## src/hdl/clpt_pkg.sv

```systemverilog
package clpt_pkg;

	localparam int ENTRIES  = 64;
	localparam int ID_BITS  = 16;
	localparam int IDX_BITS = (ENTRIES > 1) ? $clog2(ENTRIES) : 1;
	localparam int FUNC_W   = 3;
	localparam int OBJ_W    = 16;

	localparam logic [FUNC_W-1:0] FN_BEGIN    = 3'd0;
	localparam logic [FUNC_W-1:0] FN_REGISTER = 3'd1;
	localparam logic [FUNC_W-1:0] FN_MARK     = 3'd2;
	localparam logic [FUNC_W-1:0] FN_PURGE    = 3'd3;
	localparam logic [FUNC_W-1:0] FN_QUERY    = 3'd4;

	typedef enum logic [1:0] {
		PH_NONE,
		PH_ENTER,
		PH_STAY,
		PH_EXIT
	} ph_t;

	typedef struct packed {
		logic                 used;
		logic                 live;
		ph_t                  phase;
		logic [ID_BITS-1:0]   first;
		logic [ID_BITS-1:0]   second;
	} slot_t;

	localparam int SLOT_W = $bits(slot_t);

	typedef struct packed {
		logic [FUNC_W-1:0]  func;
		logic [ID_BITS-1:0] a;
		logic [ID_BITS-1:0] b;
		logic               hit;
	} cmd_t;

	typedef struct packed {
		logic found;
		ph_t  phase;
		logic accepted;
		logic full;
	} res_t;

	typedef enum logic [2:0] {
		ST_CLEAR,
		ST_IDLE,
		ST_SCAN,
		ST_TAIL,
		ST_WRITE,
		ST_DONE
	} st_t;

endpackage

```

## src/hdl/clpt_ram.sv

```systemverilog
module clpt_ram #(
	parameter int WIDTH = 8,
	parameter int DEPTH = 16,
	localparam int AW = (DEPTH > 1) ? $clog2(DEPTH) : 1
) (
	input  logic             clk,
	input  logic             we,
	input  logic [AW-1:0]    waddr,
	input  logic [WIDTH-1:0] wdata,
	input  logic [AW-1:0]    raddr,
	output logic [WIDTH-1:0] rdata
);

	logic [WIDTH-1:0] mem [DEPTH];
	logic [WIDTH-1:0] rdata_q;

	always_ff @(posedge clk) begin
		if (we) begin
			mem[waddr] <= wdata;
		end
		rdata_q <= mem[raddr];
	end

	assign rdata = rdata_q;

endmodule

```

## src/hdl/clpt_engine.sv

```systemverilog
module clpt_engine (
	input  logic                                clk,
	input  logic                                arst_n,
	input  logic                                start,
	input  clpt_pkg::cmd_t                      cmd,
	output logic                                idle,
	output logic                                res_valid,
	output clpt_pkg::res_t                      res,
	input  logic                                res_take,
	output logic                                mem_we,
	output logic [clpt_pkg::IDX_BITS-1:0]       mem_waddr,
	output clpt_pkg::slot_t                     mem_wdata,
	output logic [clpt_pkg::IDX_BITS-1:0]       mem_raddr,
	input  clpt_pkg::slot_t                     mem_rdata
);

	import clpt_pkg::*;

	localparam logic [IDX_BITS-1:0] LAST_IDX = IDX_BITS'(ENTRIES - 1);

	st_t                 state_q, state_d;
	logic [IDX_BITS-1:0] cnt_q;
	logic                cnt_last;
	cmd_t                cmd_q;
	logic                rd_vld_s1;
	logic [IDX_BITS-1:0] addr_s1;
	logic                match_q, free_q;
	logic [IDX_BITS-1:0] match_idx_q, free_idx_q;
	ph_t                 match_ph_q;
	res_t                res_q;

	slot_t               mod_slot, new_slot;
	logic                hit_pair, scan_op, scan_wr, wr_reg;
	logic [IDX_BITS-1:0] wr_idx;
	res_t                res_d;

	assign cnt_last = (cnt_q == LAST_IDX);
	assign scan_op  = (cmd_q.func == FN_BEGIN) || (cmd_q.func == FN_MARK) ||
		(cmd_q.func == FN_PURGE);
	assign scan_wr  = rd_vld_s1 && scan_op;
	assign hit_pair = mem_rdata.used &&
		((mem_rdata.first == cmd_q.a && mem_rdata.second == cmd_q.b) ||
		 (mem_rdata.first == cmd_q.b && mem_rdata.second == cmd_q.a));

	// per-entry update for the sweeping operations
	always_comb begin
		mod_slot = mem_rdata;
		case (cmd_q.func)
			FN_BEGIN: begin
				mod_slot.live = 1'b0;
			end
			FN_MARK: begin
				if (mem_rdata.used && !mem_rdata.live && mem_rdata.phase != PH_EXIT) begin
					mod_slot.live  = 1'b1;
					mod_slot.phase = PH_EXIT;
				end
			end
			FN_PURGE: begin
				if (mem_rdata.used && !mem_rdata.live) begin
					mod_slot.used  = 1'b0;
					mod_slot.phase = PH_NONE;
				end
			end
			default: begin
			end
		endcase
	end

	// final decision once the whole table has been seen
	always_comb begin
		res_d          = '0;
		new_slot.used  = 1'b1;
		new_slot.live  = 1'b1;
		new_slot.phase = PH_ENTER;
		new_slot.first = cmd_q.a;
		new_slot.second = cmd_q.b;
		wr_reg         = 1'b0;
		wr_idx         = free_idx_q;
		if (cmd_q.func == FN_REGISTER) begin
			if (match_q) begin
				res_d.found = 1'b1;
				if (cmd_q.hit) begin
					wr_reg         = 1'b1;
					wr_idx         = match_idx_q;
					new_slot.phase = PH_STAY;
					res_d.phase    = PH_STAY;
					res_d.accepted = 1'b1;
				end else begin
					res_d.phase = match_ph_q;
				end
			end else if (cmd_q.hit) begin
				if (free_q) begin
					wr_reg         = 1'b1;
					res_d.phase    = PH_ENTER;
					res_d.accepted = 1'b1;
				end else begin
					res_d.full = 1'b1;
				end
			end
		end else if (cmd_q.func == FN_QUERY && match_q) begin
			res_d.found = 1'b1;
			res_d.phase = match_ph_q;
		end
	end

	always_comb begin
		state_d = state_q;
		unique case (state_q)
			ST_CLEAR: begin
				if (cnt_last) state_d = ST_IDLE;
			end
			ST_IDLE: begin
				if (start) state_d = ST_SCAN;
			end
			ST_SCAN: begin
				if (cnt_last) state_d = ST_TAIL;
			end
			ST_TAIL: begin
				state_d = ST_WRITE;
			end
			ST_WRITE: begin
				state_d = ST_DONE;
			end
			ST_DONE: begin
				if (res_take) state_d = ST_IDLE;
			end
			default: begin
				state_d = ST_IDLE;
			end
		endcase
	end

	always_comb begin
		mem_we    = scan_wr;
		mem_waddr = addr_s1;
		mem_wdata = mod_slot;
		mem_raddr = cnt_q;
		idle      = 1'b0;
		res_valid = 1'b0;
		unique case (state_q)
			ST_CLEAR: begin
				mem_we    = 1'b1;
				mem_waddr = cnt_q;
				mem_wdata = slot_t'('0);
			end
			ST_IDLE: begin
				idle = 1'b1;
			end
			ST_WRITE: begin
				mem_we    = wr_reg;
				mem_waddr = wr_idx;
				mem_wdata = new_slot;
			end
			ST_DONE: begin
				res_valid = 1'b1;
			end
			default: begin
			end
		endcase
	end

	assign res = res_q;

	always_ff @(posedge clk or negedge arst_n) begin
		if (!arst_n) begin
			state_q   <= ST_CLEAR;
			cnt_q     <= '0;
			rd_vld_s1 <= 1'b0;
			match_q   <= 1'b0;
			free_q    <= 1'b0;
		end else begin
			state_q   <= state_d;
			rd_vld_s1 <= (state_q == ST_SCAN);
			if (state_q == ST_CLEAR || state_q == ST_SCAN) begin
				cnt_q <= cnt_last ? '0 : cnt_q + 1'b1;
			end
			if (start && state_q == ST_IDLE) begin
				match_q <= 1'b0;
				free_q  <= 1'b0;
			end else if (rd_vld_s1) begin
				// keep the lowest hit and the lowest free entry
				if (hit_pair && !match_q) match_q <= 1'b1;
				if (!mem_rdata.used && !free_q) free_q <= 1'b1;
			end
		end
	end

	always_ff @(posedge clk) begin
		addr_s1 <= cnt_q;
		if (start && state_q == ST_IDLE) begin
			cmd_q <= cmd;
		end
		if (rd_vld_s1 && hit_pair && !match_q) begin
			match_idx_q <= addr_s1;
			match_ph_q  <= mem_rdata.phase;
		end
		if (rd_vld_s1 && !mem_rdata.used && !free_q) begin
			free_idx_q <= addr_s1;
		end
		if (state_q == ST_WRITE) begin
			res_q <= res_d;
		end
	end

	a_full_excl: assert property (@(posedge clk) disable iff (!arst_n)
		res_valid |-> !(res_q.accepted && res_q.full))
		else $error("accepted and table_full both set");

	a_full_clean: assert property (@(posedge clk) disable iff (!arst_n)
		(res_valid && res_q.full) |-> (!res_q.found && res_q.phase == PH_NONE))
		else $error("dropped pair reports a phase");

	a_acc_phase: assert property (@(posedge clk) disable iff (!arst_n)
		(res_valid && res_q.accepted) |->
		(res_q.phase == PH_ENTER || res_q.phase == PH_STAY))
		else $error("accepted pair has wrong phase");

	a_ins_write: assert property (@(posedge clk) disable iff (!arst_n)
		(state_q == ST_WRITE && mem_we) |-> (cmd_q.func == FN_REGISTER && cmd_q.hit))
		else $error("table written without a hit");

	a_rd_origin: assert property (@(posedge clk) disable iff (!arst_n)
		rd_vld_s1 |-> $past(state_q == ST_SCAN))
		else $error("read data outside a sweep");

endmodule

```

## src/hdl/contact_pair_lifecycle_table.sv

```systemverilog
// Contact pair table: up to ENTRIES unordered object pairs, each with a live
// mark and an enter/stay/exit phase. Every transaction on the input channel
// (begin frame, register, mark exiting, purge, query) yields exactly one
// transaction on the output channel. Each operation sweeps the whole table in
// a single-port-read, single-port-write RAM, one entry per cycle. A new input
// is taken once the previous result is parked in the output register. After
// reset the RAM is cleared entry by entry, during which in_stall stays high.
module contact_pair_lifecycle_table (
	input  logic                         clk,
	input  logic                         arst_n,
	input  logic                         in_valid,
	output logic                         in_stall,
	input  logic [clpt_pkg::FUNC_W-1:0]  func,
	input  logic [clpt_pkg::OBJ_W-1:0]   first_object,
	input  logic [clpt_pkg::OBJ_W-1:0]   second_object,
	input  logic                         hit,
	output logic                         out_valid,
	input  logic                         out_stall,
	output logic                         found,
	output logic [1:0]                   pair_phase,
	output logic                         accepted,
	output logic                         table_full
);

	import clpt_pkg::*;

	cmd_t                cmd;
	res_t                eng_res;
	res_t                res_out_q;
	logic                eng_idle, eng_res_valid, res_take, start;
	logic                out_valid_q;
	logic                mem_we;
	logic [IDX_BITS-1:0] mem_waddr, mem_raddr;
	slot_t               mem_wdata, mem_rdata;
	logic [SLOT_W-1:0]   ram_rdata;

	assign cmd.func = func;
	assign cmd.a    = ID_BITS'(first_object);
	assign cmd.b    = ID_BITS'(second_object);
	assign cmd.hit  = hit;

	assign in_stall = !eng_idle;
	assign start    = in_valid && eng_idle;
	assign res_take = eng_res_valid && (!out_valid_q || !out_stall);

	clpt_ram #(
		.WIDTH(SLOT_W),
		.DEPTH(ENTRIES)
	) u_ram (
		.clk  (clk),
		.we   (mem_we),
		.waddr(mem_waddr),
		.wdata(SLOT_W'(mem_wdata)),
		.raddr(mem_raddr),
		.rdata(ram_rdata)
	);

	assign mem_rdata = slot_t'(ram_rdata);

	clpt_engine u_engine (
		.clk      (clk),
		.arst_n   (arst_n),
		.start    (start),
		.cmd      (cmd),
		.idle     (eng_idle),
		.res_valid(eng_res_valid),
		.res      (eng_res),
		.res_take (res_take),
		.mem_we   (mem_we),
		.mem_waddr(mem_waddr),
		.mem_wdata(mem_wdata),
		.mem_raddr(mem_raddr),
		.mem_rdata(mem_rdata)
	);

	// hold the result until the downstream side takes the transaction
	always_ff @(posedge clk or negedge arst_n) begin
		if (!arst_n) begin
			out_valid_q <= 1'b0;
		end else if (res_take) begin
			out_valid_q <= 1'b1;
		end else if (!out_stall) begin
			out_valid_q <= 1'b0;
		end
	end

	always_ff @(posedge clk) begin
		if (res_take) begin
			res_out_q <= eng_res;
		end
	end

	assign out_valid  = out_valid_q;
	assign found      = res_out_q.found;
	assign pair_phase = res_out_q.phase;
	assign accepted   = res_out_q.accepted;
	assign table_full = res_out_q.full;

endmodule
```

## config.mk

```make
export PLATFORM = sky130hd
export DESIGN_NAME = contact_pair_lifecycle_table
export DESIGN_NICKNAME = d
export VERILOG_FILES = /design/src/hdl/clpt_pkg.sv /design/src/hdl/clpt_ram.sv /design/src/hdl/clpt_engine.sv /design/src/hdl/contact_pair_lifecycle_table.sv
export SDC_FILE = /design/constraint.sdc
export NUM_CORES = 2
export LEC_CHECK = 0
export BUFFER_PORTS_ARGS = -buffer_cell sky130_fd_sc_hd__buf_2
export CORE_ASPECT_RATIO = 1.25
export CORE_MARGIN = 4
export CORE_UTILIZATION = 57
export CTS_BUF_LIST = sky130_fd_sc_hd__clkbuf_4
export CTS_CLUSTER_DIAMETER = 150
export DETAILED_ROUTE_END_ITERATION = 6
export PLACE_DENSITY = 0.79
export SYNTH_ARGS = -nofsm -noshare
export SYNTH_HDL_FRONTEND = slang
export SYNTH_HIERARCHICAL = 1
export SYNTH_SLANG_ARGS = --single-unit
```

## constraint.sdc

```tcl
create_clock -name clk -period 5 [get_ports clk]
set_input_delay 0 -clock clk [delete_from_list [all_inputs] [get_ports clk]]
set_output_delay 0 -clock clk [all_outputs]
set_load 0.02 [all_outputs]
```

Yosys cells after proc, flatten, opt, wreduce, memory -nomap -nowiden:

Memory sizes are Yosys's and may differ from the RTL's. A register that Yosys moved wholly into a read port is not among the register bits.
Cells that the tools add are included.
W data, S select, Z words.

* input port bits: 40
* bits in registers: 79
* output and inout port bits: 7
* memories kept: 1
* memory bits (writable): 2304
* logic and storage cells: 129

Memories
* u_ram.mem: words 64, bits a word 36, read ports 1, clocked after Yosys merged registers in 1, wr ports 1, line clpt_ram.sv:14 `logic [WIDTH-1:0] mem [DEPTH];`

* bitwise logic cells: 2
* $add $sub $neg: 1
* multiplexer cells: 46
* equal/unequal tests: 20
* reductions and logical operators: 37

Operator list (number)
* $pmux W36 S2: 1
* $eq A16 B16 Y1: 4
* $mux W3: 9
* $mux W6: 4
* $mux W1: 21
* $pmux W3 S6: 1
* $logic_and A1 B1 Y1: 16
* $eq A3 B2 Y1 const B: 4
* $mux W2: 6
* $pmux W6 S2: 1
* $eq A3 B3 Y1 const B: 3
* $ne A2 B1 Y1 const B: 4
* $logic_not A1 Y1: 7
* $add A6 B1 Y6 const B: 1
* $eq A3 B1 Y1 const B: 2
* $eq A6 B6 Y1 const B: 1
* $logic_not A3 Y1: 2
* $reduce_bool A2 Y1: 3
* $logic_or A1 B1 Y1: 5
* $ne A2 B2 Y1 const B: 2
* $pmux W1 S2: 2
* $pmux W2 S2: 1
* $reduce_and A2 Y1: 2
* $reduce_and A4 Y1: 1
* other kinds (2): 3

Depth between registers and ports, before layout:

* depth after elaboration: 8
* depth in mapped cells: 11
* gate-level depth less buffers: 8

Hierarchy:

The synthesis kept the hierarchy.

Modules (own cells, without submodules)
* clpt_ram: area each 87973.1 µm², times used 1, cells an instance 3780
* clpt_engine: area each 3936.3 µm², times used 1, cells an instance 382
* contact_pair_lifecycle_table: area each 203.9 µm², times used 1, cells an instance 10

Least setup slack after synthesis:

No wires, ideal clock.

* path kind: register to register
* start point: register u_engine/cmd_q[33] (netlist name)
* end point: memory u_ram/mem[48][0] (netlist name) (enable)
* arrival: 4214 ps
* clock period less this slack: 4687 ps
* cell stages (with the launch flop): 11
* path buffers: 3
* path slack: 313 ps
* path through: edfxtp_1 > buf_6 > and4bb_1 > buf_6 > nand2_8 > nand2_1 > a311oi_1 > a21o_1 > clkbuf_1 > nand4b_1 > nor3_1

* elaborated cells on any way between the ends: 13

RTL lines
* start: declaration: line clpt_engine.sv:24 `cmd_t cmd_q;`
* start signal: assignment: line clpt_engine.sv:191 `cmd_q <= cmd;`
* $eq A3 B1 Y1: line clpt_engine.sv:79 `if (cmd_q.func == FN_REGISTER) begin`
* $mux W6: line clpt_engine.sv:79
* $pmux W6 S2: line clpt_engine.sv:140 `unique case (state_q)`
* via mem_waddr[5]: line contact_pair_lifecycle_table.sv:33 `logic [IDX_BITS-1:0] mem_waddr, mem_raddr;`
* end: declaration: line clpt_ram.sv:14

The timed path passes the listed nets, and every way through them passes these cells.

Worst setup path in the final report:

* start point: register u_engine/cmd_q[35] (netlist name)
* end point: memory u_ram/mem[14][20] (netlist name) (enable)

* cells in the longest elaborated chain, start to end: 7
* elaborated cells on any way between the ends: 13

Ends and longest elaborated chain
* $eq A3 B2 Y1 / $logic_not A3 Y1 (equally long branches): line clpt_engine.sv:38 `assign scan_op = (cmd_q.func == FN_BEGIN) || (cmd_q.func == FN_MARK) ||`
* $logic_or A1 B1 Y1 (2 in a row): line clpt_engine.sv:38
* $logic_and A1 B1 Y1: line clpt_engine.sv:40 `assign scan_wr = rd_vld_s1 && scan_op;`
* $pmux W1 S2 (*): line clpt_engine.sv:140
* via mem_we: line contact_pair_lifecycle_table.sv:32 `logic mem_we;`
* $mux W1 (*): line clpt_ram.sv:18 `if (we) begin`
* $mux W1 (implied by the code) (*): line clpt_ram.sv:19 `mem[waddr] <= wdata;`

Mark *: on every way through the listed nets, which the timed path passes. The rest lies on a longest branch.

==> results.sh <==
export IMPL_status="finished with violations"
export IMPL_violations="capacitance limit, slew limit"
export IMPL_min_path_type="input pin to register"
export IMPL_via_per_inst=6.61
export IMPL_r2r_cells=7
export IMPL_cts_tree="built"
export IMPL_irDropWorstVdd_v=0.000560
export IMPL_root_buffer="clkbuf_4"
export IMPL_nets=4906
export IMPL_path_class="register to register"
export IMPL_clkSlewWorstSetupHoldPaths_ps=100
export IMPL_cp_end_kind="register"
export IMPL_r2r_setup_slack_ps=770
export IMPL_synth_nets=4213
export IMPL_yosysTopAreaCell="edfxtp_1"
export IMPL_num_rows=164
export IMPL_globalplace_congestion=1.03
export IMPL_num_io_pins=47
export IMPL_grt_pass1_vias=49930
export IMPL_r2r_end="u_ram/mem[14][20]$_DFFE_PP_"
export IMPL_cp_max_fo=23
export IMPL_setup_tns_ps=0
export IMPL_post_route_period_util_pct=84.6
export IMPL_max_freq_mhz=236
export IMPL_final_hold_violation_count=0
export IMPL_ctsLongestPathBuffers=4
export IMPL_syn_inst=4172
export IMPL_worst_pin_slew_ps=1560
export IMPL_setup_viol=0
export IMPL_htree_num_levels=6
export IMPL_cp_data_arrival_time_ps=5210
export IMPL_die_x_um=368
export IMPL_overflow=0
export IMPL_seq_area_frac_synth_pct=78.3
export IMPL_start_kind="register"
export IMPL_fp_dieArea_mm2=0.168
export IMPL_yosysTopAreaCellShare_pct=77.1
export IMPL_synth_cell_type_count=54
export IMPL_async_flop_share_pct=0.537
export IMPL_drc=0
export IMPL_worstHoldStart="in_valid"
export IMPL_path_cells="and4bb_1, o21a_1, a2bb2oi_1, nor2b_1, nand3_1, nor2_4, buf_4"
export IMPL_avgSynthCellArea_um2=22.1
export IMPL_port_buffers=46
export IMPL_clock_latency_ps=1360
export IMPL_clock_skew_ps=104
export IMPL_grt_start_max_net_pins=123
export IMPL_holdWs_ps=234
export IMPL_rsz0062_at_grt="no"
export IMPL_synth_common_cells="edfxtp_1 (2364), mux4_2 (556), o22ai_1 (124)"
export IMPL_fin_crit_ps=4230
export IMPL_grt_pass1_wl_um=347000
export IMPL_synth_area_top_cells="edfxtp_1 (77%), mux4_2 (14%), dfxtp_1 (0.91%)"
export IMPL_grt_usage_pct=28.8
export IMPL_cp_top_family="simple AND/OR/NAND/NOR gates"
export IMPL_timing_slew_headroom_pct=-5.24
export IMPL_numCtsBuffers=556
export IMPL_coreArea_mm2=0.160
export IMPL_holdPathStages=7
export IMPL_drt_wl_total_um=240000
export IMPL_vias=48936
export IMPL_path_buf_inv=1
export IMPL_syn_cell_area_mm2=0.0921
export IMPL_ys_ff_latch=2419
export IMPL_dpl_cell_count=6345
export IMPL_drt_pass1_iterations=6
export IMPL_cts_sinks=2419
export IMPL_hold_end="u_engine/match_q$_DFFE_PN0P_"
export IMPL_p_leak_uw=0.0334
export IMPL_max_cap_violations=1
export IMPL_cts_resized=0
export IMPL_initial_core_util_pct=57.5
export IMPL_fp_dieH_um=457
export IMPL_hpwlAfterDp_um=139000
export IMPL_yosysWarnings=6
export IMPL_drt_iter0_markers=8523
export IMPL_cp_slowest_stage_delay_ps=830
export IMPL_drive_gt1_share_pct=34.0
export IMPL_final_cells=7406
export IMPL_reg2reg_from="u_engine/cmd_q[35]$_DFFE_PP_"
export IMPL_yosysMostFrequentCell="edfxtp_1"
export IMPL_cp_slowest_cell="nor2_4"
export IMPL_antenna_found_initial=16
export IMPL_drv_slew=2
export IMPL_final_antenna_net_count=0
export IMPL_cts_hold_fix_buffers=117
export IMPL_wl_per_cell_um=32.3
export IMPL_power_density_mw_per_mm2=650
export IMPL_synth_flop_cell="edfxtp_1"
export IMPL_post_cts_buffers=0
export IMPL_area_growth_pct=13.7
export IMPL_crit_required_ps=5980
export IMPL_synth_edf_count=2364
==> layout by cell type, fill, tap and decap left out, drive strengths merged, types with 8 or more instances in the layout <==
cell | Yosys | layout
o22ai | 124 | 124
mux4 | 556 | 556
o21ai | 38 | 38
a31oi | 8 | 8
bufinv | 0 | 16
nor2b | 36 | 36
a21o | 8 | 8
nand2b | 12 | 12
o221ai | 34 | 34
nand3 | 55 | 55
a22oi | 77 | 77
o22a | 23 | 23
nor2 | 114 | 114
nor4 | 31 | 31
a211oi | 43 | 43
inv | 7 | 22
o211ai | 9 | 9
nand2 | 114 | 114
xnor2 | 67 | 67
dlygate4sd3 | 0 | 117
clkinv | 0 | 108
mux2 | 8 | 8
dfxtp | 42 | 42
nand4 | 20 | 20
and3 | 8 | 8
clkbuf | 97 | 792
edfxtp | 2364 | 2364
mux2i | 71 | 71
buf | 134 | 249
dfrtp | 13 | 13
==> kinds of logic (layout without fill, tap and decap cells) <==
logic type | after synthesis | after routing | share of synthesized area [%]
compound gates | 387 | 387 | 2.96
xor+xnor | 67 | 67 | 0.637
fa+ha+maj | 1 | 1 | 0.0136
buf+inv | 238 | 1308 | 1.36
flops | 2419 | 2419 | 78.3
mux | 635 | 635 | 14.5
other cells | 0 | 6 | 0
simple gates | 425 | 425 | 2.24
==> worst max path at each step <==
stage / depth (start not counted) / slack (ps) / endpoint / startpoint
3_5_place_dp: 7 / 1060 / u_ram/mem[28][20]$_DFFE_PP_ / u_engine/cmd_q[35]$_DFFE_PP_
4_1_cts: 7 / 950 / u_ram/mem[28][12]$_DFFE_PP_ / u_engine/cmd_q[35]$_DFFE_PP_
2_1_floorplan: 10 / 310 / u_ram/mem[48][0]$_DFFE_PP_ / u_engine/cmd_q[33]$_DFFE_PP_
5_1_grt: 7 / 700 / u_ram/mem[36][9]$_DFFE_PP_ / u_engine/cmd_q[34]$_DFFE_PP_
3_3_place_gp: 8 / 1080 / u_ram/mem[12][17]$_DFFE_PP_ / u_engine/cmd_q[34]$_DFFE_PP_
6_report: 7 / 770 / u_ram/mem[14][20]$_DFFE_PP_ / u_engine/cmd_q[35]$_DFFE_PP_
==> tightest hold or removal path: cells and delay by family <==
kind,cells,cell delay [ps]
AO/OA/AOI/OAI,1,70
buffers and inverters,3,1180
AND/OR/NAND/NOR,3,320
==> metrics by stage <==
step / total power (uW) / setup WS, ps / cell area [um2] / utilization, %
after floorplan: 42400 / 313 / 92100 / -
after global placement: 51200 / 1080 / 96600 / 60.3
after detailed placement: 51900 / 1060 / 96600 / 60.3
after CTS: 67400 / 951 / 105000 / 65.3
after global routing: 70200 / 696 / 105000 / 65.4
final: 68100 / 768 / 105000 / 65.4
==> registers in the layout, indices dropped and copies added (netlist names) <==
register and count:
u_engine/addr_s1 6, table_full 1, u_engine/rd_vld_s1 1, pair_phase 2, u_engine/free_q 1, u_ram/mem 2304, u_engine/res 5, u_engine/match_idx_q 6
u_engine/match_q 1, found 1, u_engine/match_ph_q 2, out_valid 1, u_ram/rdata 36, u_engine/mem_raddr 6, u_engine/state_q 3, u_engine/cmd_q 36
u_engine/free_idx_q 6, accepted 1
==> area by class of cell <==
class | instances | area, um2
well taps | 2158 | 2700
clock buffers | 792 | 5950
inverters | 7 | 26.3
repair buffers | 366 | 3210
diodes | 6 | 15.0
clock inverters | 143 | 993
fillers | 9702 | 55500
flip-flops and latches | 2419 | 72200
multi-input cells | 1515 | 19700
==> metal layers <==
metal / GRT usage, % / share of wire (%) / vias to the layer above
met4: 17.7 / 6.7 / 2
li1: - / - / 19448
met5: 0 / 0.0063 / -
met3: 8.29 / 14 / 684
met2: 42.6 / 46 / 4051
met1: 38.5 / 33 / 24751
==> power breakdown <==
part           switching (uW)  internal (uW)  leakage, uW  total [uW]
Clock                    7460           8110      0.00414       15600
Sequential                967          28200       0.0220       29200
Combinational           16100           7300      0.00726       23300
Note: power is estimated with default switching activity, not from simulation.
